### config.mk
export PLATFORM = sky130hd
export DESIGN_NAME = bnut_hash
export DESIGN_NICKNAME = d
export VERILOG_FILES = /design/src/design/bnut_pkg.sv /design/src/design/bnut_hash.sv
export SDC_FILE = /design/constraint.sdc
export NUM_CORES = 1
export LEC_CHECK = 0
export ABC_CLOCK_PERIOD_IN_PS = 11700
export BUFFER_PORTS_ARGS = -buffer_cell sky130_fd_sc_hd__clkbuf_2
export CAP_MARGIN = 20
export CORE_ASPECT_RATIO = 0.9
export CORE_MARGIN = 2
export CORE_UTILIZATION = 55
export CTS_CLUSTER_DIAMETER = 40
export CTS_CLUSTER_SIZE = 24
export DETAILED_ROUTE_END_ITERATION = 10
export PLACE_DENSITY = 0.74
export SYNTH_ARGS = -nofsm -noshare
export SYNTH_HDL_FRONTEND = slang
export SYNTH_SLANG_ARGS = --single-unit
export TNS_END_PERCENT = 1
### constraint.sdc
create_clock -name clk -period 11.7 [get_ports clk]
set_clock_uncertainty 0.15 [all_clocks]
set_input_delay 2.34 -clock clk [delete_from_list [all_inputs] [get_ports clk]]
set_output_delay 2.34 -clock clk [all_outputs]
set_load 0.02 [all_outputs]
### src/design/bnut_pkg.sv
// Shared constants, widths and helpers of the BDD node unique table.
`default_nettype none
package bnut_pkg;

  localparam int VAR_W          = 8;
  localparam int CHILD_W        = 12;
  localparam int KEY_W          = VAR_W + 2 * CHILD_W;
  localparam int NODE_COUNT_DEF = 4096;
  localparam int FIRST_FREE_ID  = 2;

  // Multiplicative hash constant (golden ratio, 32 bits)
  localparam logic [KEY_W-1:0] HASH_MULT = 32'h9E37_79B1;

  typedef logic [KEY_W-1:0] key_t;

  function automatic key_t pack_key(input logic [VAR_W-1:0]   v,
                                    input logic [CHILD_W-1:0] lo,
                                    input logic [CHILD_W-1:0] hi);
    return {v, lo, hi};
  endfunction

endpackage
`default_nettype wire

### src/design/bnut_hash.sv
// Registered multiplicative hash of a node triple down to a bucket index.
`default_nettype none
module bnut_hash #(
  parameter int IDX_W = 12
) (
  input  wire logic             clk,
  input  wire logic             en,
  input  wire bnut_pkg::key_t   key,
  output logic      [IDX_W-1:0] bucket
);
  import bnut_pkg::*;

  key_t prod_r;

  always_ff @(posedge clk) begin
    if (en) begin
      prod_r <= key * HASH_MULT;
    end
  end

  // Take the top bits of the low product word
  assign bucket = prod_r[KEY_W-1 -: IDX_W];

endmodule
`default_nettype wire

==> flow_summary.json <==
{
  "dr_wl_met3_mm": 1.570,
  "synthArstFlopShare_pct": 0,
  "routed_via_density": 4.989,
  "ys_seq_area_share_pct": 4.071,
  "drive_above_1_share_pct": 5.869,
  "io_buffers": 45,
  "top_regs": "prod_r (12)",
  "die_y_um": 124.4,
  "status": "complete, no violations",
  "period_share_pct": 74.56,
  "slowest_stage": "fa_1",
  "wl_met2_mm": 8.865,
  "wirelength_mm": 19.69,
  "firstDrtPassIters": 5,
  "finalSetupViolCount": 0,
  "routabilityCongestion": 0.9607,
  "cts-buffers-inserted": 3,
  "clockBufferDepth": 2,
  "syn_nets": 1275,
  "synth_cells": 854,
  "fmax_ghz": 0.1146,
  "wirelength_met1_mm": 8.878,
  "grt-ovfl-total": 0,
  "fin_crit_ns": 8.723,
  "grt_pass1_wl_mm": 32.73,
  "antenna_left": 0,
  "hold_viol": 0,
  "finalSetupTns_ns": 0,
  "clkTransAtPathRegs_ns": 0.04,
  "cts_htree_levels": 1,
  "holdCritPathClass": "in2reg",
  "most-common-layout-cells": "inv_1, fa_1, ha_1, clkbuf_2, xnor2_1",
  "syn_area_per_cell_um2": 10.37,
  "cp_data_required_time_ns": 11.54,
  "io_pins": 46,
  "final_common_cell": "inv_1",
  "cts_hold_buf": 0,
  "crit_type": "in2reg",
  "route.detailed.drc": 0,
  "largest-register": "prod_r",
  "hpwlAfterDp_mm": 18.10,
  "synthDistinctLibCells": 35,
  "grt_pass1_vias": 6360,
  "ctsResizeCount": 0,
  "initial_core_util_pct": 56.74,
  "multi_input_area_mm2": 0.007234,
  "topRoutingLayerUsed": "met4",
  "cp-startpoint": "key[4]",
  "seq_area_um2": 360.3,
  "synth_area_mm2": 0.008852,
  "antenna_found_initial": 0,
  "vias": 5513,
  "arrival_ns": 8.56,
  "drv_slew": 0,
  "cp-end-kind": "register",
  "syn2layout_area_growth_pct": 6.290,
  "synth_edf_count": 12,
  "largest_reg_flops": 12,
  "die_area_mm2": 0.01713,
  "cts_tree": "done",
  "cp.depth": 26,
  "diodes": 0,
  "maxSlewHeadroom_pct": 61.10,
  "placeableCoreArea_mm2": 0.01560,
  "die_w_um": 137.7,
  "worst-path-buf-inv": 9,
  "critPathMaxFanout": 9,
  "grt_start_max_net_pins": 14,
  "grtUsageTotal_pct": 25.47,
  "crit_path_max_incr_delay_ns": 0.55,
  "maxCapViolCount": 0,
  "crit_end": "prod_r[28]",
  "cts_sinks": 12,
  "n_fill_cell": 1324,
  "wl_per_cell_um": 17.82,
  "num_rows": 43,
  "ctsRootBufferMaster": "clkbuf_16",
  "cts_setup_buffers": 0,
  "worstSetupStartpointType": "primary input",
  "synth_flop_cell": "edfxtp_1",
  "yosys_warnings": 0,
  "rsz0062_at_grt": "false",
  "worstMarginPinSlew_ns": 0.5773,
  "critical-path-top-delay-family": "adder cells",
  "fin_nets": 1325,
  "drt_iter0_drc": 281,
  "synth-seq-cells": 12
}
## cell usage after synthesis (all sizes together), types with 2 or more instances
master | count | area [um2]
xor2 | 7 | 61.31
nand2 | 8 | 30.03
xnor2 | 42 | 367.9
o311ai | 2 | 42.55
nand2b | 3 | 18.77
nand4 | 7 | 43.79
inv | 335 | 1257
nand3 | 3 | 15.01
fa | 203 | 4064
edfxtp | 12 | 360.4
o21ai | 7 | 35.03
and3 | 2 | 12.51
nor2 | 5 | 21.27
ha | 184 | 2302
a21oi | 18 | 93.84
## cell type report
cell class | count | area share (%)
clock inverters | 1 | 0.03989
inverters | 335 | 13.36
well taps | 202 | 2.686
flip-flops and latches | 12 | 3.830
clock buffers | 3 | 0.7979
multi-input cells | 507 | 76.89
repair buffers | 45 | 2.394
## routing by layer
layer | global-route usage, % | up-vias
met5 | 0 | -
met2 | 40.18 | 161
met3 | 5.535 | 28
met1 | 36.45 | 2716
met4 | 5.282 | 0
li1 | - | 2608
## stage by stage
step	std cells	instance area (um2)	hold WS, ns	utilization (%)	setup slack (ns)
6_report	1105	9409	2.403	60.30	2.977
2_1_floorplan	854	8852	2.303	-	3.361
5_1_grt	1105	9409	2.444	60.30	2.604
4_1_cts	1105	9409	2.424	60.30	2.972
3_5_place_dp	1101	9330	2.643	59.80	2.718
3_3_place_gp	1101	9330	2.645	59.80	2.863
## worst min-delay path by stage
stage,from,end,slack [ns],cells after the start
floorplan,en,prod_r[20],2.30,0
global placement,prod_r[25],bucket[5],2.64,1
detailed placement,prod_r[23],bucket[3],2.64,1
CTS,en,prod_r[21],2.42,1
global route,en,prod_r[25],2.44,1
finish,en,prod_r[21],2.40,1
## kinds of logic after synthesis
| kind of cell | synth area share (%) |
|---|---|
| buffers and inverters | 14.20 |
| and+or+nand+nor | 1.965 |
| AOI/OAI and AO/OA | 2.997 |
| adders and majority gates | 71.92 |
| xor gates and xnor gates | 4.848 |
| DFF | 4.071 |
Power is not shown: default switching activity piles up to over one toggle a cycle in this logic, so the estimate is an artifact.
