==> config.mk <==
export PLATFORM = sky130hd
export DESIGN_NAME = bnut_ram
export DESIGN_NICKNAME = d
export VERILOG_FILES = /design/src/design/bnut_ram.sv
export SDC_FILE = /design/constraint.sdc
export NUM_CORES = 1
export LEC_CHECK = 0
export BUFFER_PORTS_ARGS = -buffer_cell sky130_fd_sc_hd__buf_4
export CAP_MARGIN = 20
export CORE_MARGIN = 2
export CORE_UTILIZATION = 65
export CTS_CLUSTER_DIAMETER = 60
export DETAILED_ROUTE_END_ITERATION = 7
export GPL_TIMING_DRIVEN = 1
export PLACE_DENSITY = 0.88
export SLEW_MARGIN = 20
export SYNTH_ARGS = -nofsm -noshare
export SYNTH_HDL_FRONTEND = slang
export SYNTH_SLANG_ARGS = --single-unit
==> constraint.sdc <==
create_clock -name clk -period 3.81 [get_ports clk]
set_input_delay 0 -clock clk [delete_from_list [all_inputs] [get_ports clk]]
set_output_delay 0 -clock clk [all_outputs]
set_load 0.05 [all_outputs]
==> src/design/bnut_ram.sv <==
// Generic single-write, single-read RAM with registered read data.
`default_nettype none
module bnut_ram #(
  parameter int WIDTH = 8,
  parameter int DEPTH = 16
) (
  input  wire logic                     clk,
  input  wire logic                     we,
  input  wire logic [$clog2(DEPTH)-1:0] waddr,
  input  wire logic [WIDTH-1:0]         wdata,
  input  wire logic                     re,
  input  wire logic [$clog2(DEPTH)-1:0] raddr,
  output logic      [WIDTH-1:0]         rdata
);

  logic [WIDTH-1:0] mem [DEPTH];

  always_ff @(posedge clk) begin
    if (we) begin
      mem[waddr] <= wdata;
    end
    if (re) begin
      rdata <= mem[raddr];
    end
  end

endmodule
`default_nettype wire

==> impl_metrics.csv <==
group,metric,value,unit
grt,grt_pass1_vias,2586,
route,drt_iter0_drc,378,
sta,fmax,628,MHz
place,dpl.hpwl,5790,um
grt,grt_start_max_net_pins,33,
power_and_ir_drop,power_leakage,2.05,nW
clock_network,cts_resized,0,
yosys,synth_top_area_cell,"edfxtp_1",
floorplanning,fp.coreArea,7770,sq um
run_status,status,"complete, no violations",
floorplanning,io_pins,27,
setup_path,slowest_delay,0.57,ns
yosys,synthTopCellsByCount,"edfxtp_1, mux4_2, a22oi_1",
run,drv_cap,0,
power_and_ir_drop,vdd_drop_max,465,uV
yosys,synth_warnings,0,
yosys,synth_cells,229,
setup_path,critPathArrivalTime,1.85,ns
hold_path,hold_path.class,"input pin to flop",
finish,final_layout_size_suffix_gt1_share,26.1,%
floorplanning,row_count,32,
power_and_ir_drop,power.share.sequential,50.0,%
sta,period_needed,1.59,ns
grt,grt_pass1_wl,15600,um
sta,tightest_slew,0.983,ns
clock_network,numCtsBuffers,17,
power_and_ir_drop,p_clk_share,44.4,%
clock_network,cts_buffer_depth,2,
route,dr_total_vias,2578,
sta,slew_violations,0,
clock_network,tritoncts,"yes",
setup_path,cp-start-kind,"flop",
finish,antenna_cells,0,
sta,hold_ws,0.0427,ns
setup_path,critPathSlowestCell,"mux4_1",
route,antenna_left,0,
setup_path,worstSetupEndpointType,"flop",
power_and_ir_drop,switchingPower,713,uW
grt,overflow,0,
yosys,synth_top_cell_area_share,78.1,%
power_and_ir_drop,switching_share,21.0,%
route,drc,0,
setup_path,crit_type,"flop to flop",
place,globalplace.congestion,0.807,
setup_path,path_cells,"mux4_1 > a22oi_1 > nand2_1",
sta,hold_viol_final,0,
power_and_ir_drop,combPwrFrac,5.6,%
sta,setup_viol,0,
clock_network,cts_setup_buffers,0,
yosys,synthTopCellsByArea,"edfxtp_1, mux4_2, mux4_1",
finish,area_growth,17.6,%
setup_path,worstPathMaxFanout,1,
floorplanning,dieHeight,93.7,um
yosys,synthMostInstantiatedCell,"edfxtp_1",
clock_network,htreeDepth,4,
grt,grtUsageTotal,26.3,%
floorplanning,chipWidth,93.7,um
clock_network,cts_root_buffer,"clkbuf_8",
route,wirelength,10500,um
power_and_ir_drop,power.density,552,nW/um^2
setup_path,required,4.07,ns
yosys,post_synth.cell_area_avg,22.8,sq um
finish,final_nets,297,
route,first_pass_iters,5,
finish,multi_input_comb_area,1060,sq um
yosys,synth-main-ff-cell,"edfxtp_1",
yosys,ys_types,18,
route,wl_per_cell,26.7,um
route,vias_per_cell,6.56,
sta,fin_crit_sh,41.8,%
sta,setup_tns,0,ns
yosys,synthArstFlopShare,0,%
place,portBuffers,26,
clock_network,cts.sinks,136,
yosys,synth_edf_count,136,
floorplanning,start_util,67.3,%
floorplanning,dieArea,8780,sq um
sta,finClkSkew,0.00426,ns
power_and_ir_drop,intPower,2.68,mW
yosys,syn_nets,248,
clock_network,clk_pin_slew,0.06,ns
grt,antenna_found_initial,0,
sta,rsz0062_at_grt,"false",
finish,seqCellArea,4080,sq um
clock_network,hold_buffers,11,
sta,slew_headroom,34.2,%
yosys,syn_area,5230,sq um
finish,fillerInstances,391,
yosys,ys_ff_latch,136,
clock_network,clkLatencyLatePin,0.51,ns
yosys,seq_area_frac_synth,78.1,%
==> worst paths after layout <==
path	slack, ns	end	cells past startpoint	start
worst max-delay path	2.22	rdata[1]$_DFFE_PP_	3	mem[9][1]$_DFFE_PP_
worst min-delay path	0.04	mem[4][7]$_DFFE_PP_	3	waddr[1]
worst max register to register	2.22	rdata[1]$_DFFE_PP_	3	mem[9][1]$_DFFE_PP_
worst min register to register	0.76	rdata[7]$_DFFE_PP_	3	mem[14][7]$_DFFE_PP_
==> sequential cells by signal (all words and copies together), names as in the netlist <==
signal	count
mem	128
rdata	8
==> power groups by stage <==
stage	sequential [mW]	combinational [mW]	clock, mW
after CTS	1.70	0.190	1.52
final	1.70	0.191	1.51
after floorplan	1.75	0.0851	0
after detailed placement	1.73	0.177	0
after global placement	1.72	0.172	0
after global routing	1.70	0.202	1.58
==> per-stage QoR <==
| step | utilization, % | setup WS (ns) | instance area, sq um | power, mW | std cells |
|---|---|---|---|---|---|
| floorplan | - | 2.32 | 5230 | 1.83 | 229 |
| global placement | 70.6 | 2.03 | 5490 | 1.90 | 350 |
| detailed placement | 70.6 | 1.95 | 5490 | 1.90 | 350 |
| CTS | 79.2 | 2.21 | 6150 | 3.40 | 393 |
| global route | 79.2 | 2.16 | 6150 | 3.48 | 393 |
| finish | 79.2 | 2.22 | 6150 | 3.39 | 393 |
==> cells in the final DEF (no fill, tap or decap), drive strengths merged <==
master	instances
and2b	1
dlygate4sd3	11
clkbuf	18
nand3	1
edfxtp	136
clkinvlp	4
and2	1
nand2	9
or3b	1
clkinv	8
nor2	13
a22oi	16
nand2b	2
nor3	4
mux4	32
buf	29
bufinv	2
nor2b	1
nand3b	2
==> final cells by class <==
type / count / area share, %
clock buffers: 18 / 6.80
clock inverters: 14 / 2.18
multi-input cells: 83 / 17.2
flip-flops and latches: 136 / 66.4
well taps: 102 / 2.08
repair buffers: 40 / 5.33
==> layer usage <==
metal	up-vias	routed length, um	share of wire (%)	global-route usage, %
met3	19	1040	9.9	5.78
met2	162	5340	51	41.5
li1	1077	-	-	-
met4	0	181	1.7	8.57
met5	-	0	0	0
met1	1320	3930	37	37.9
==> critical path: cells and delay by family (launching register included) <==
kind               cells  cell delay (ns)
muxes                  1             0.57
DFF                    1             0.39
and+or+nand+nor        1             0.10
AOI/OAI and AO/OA      1             0.28
==> logic make-up (layout without fill, tap and decap cells) <==
family / count (synthesis) / count (layout) / synth area share (%)
AOI/OAI and AO/OA: 16 / 16 / 2.30
DFF: 136 / 136 / 78.1
muxes: 32 / 32 / 14.8
and+or+nand+nor: 35 / 35 / 3.14
buffers and inverters: 10 / 72 / 1.65
(Power assumes the default switching activity.)
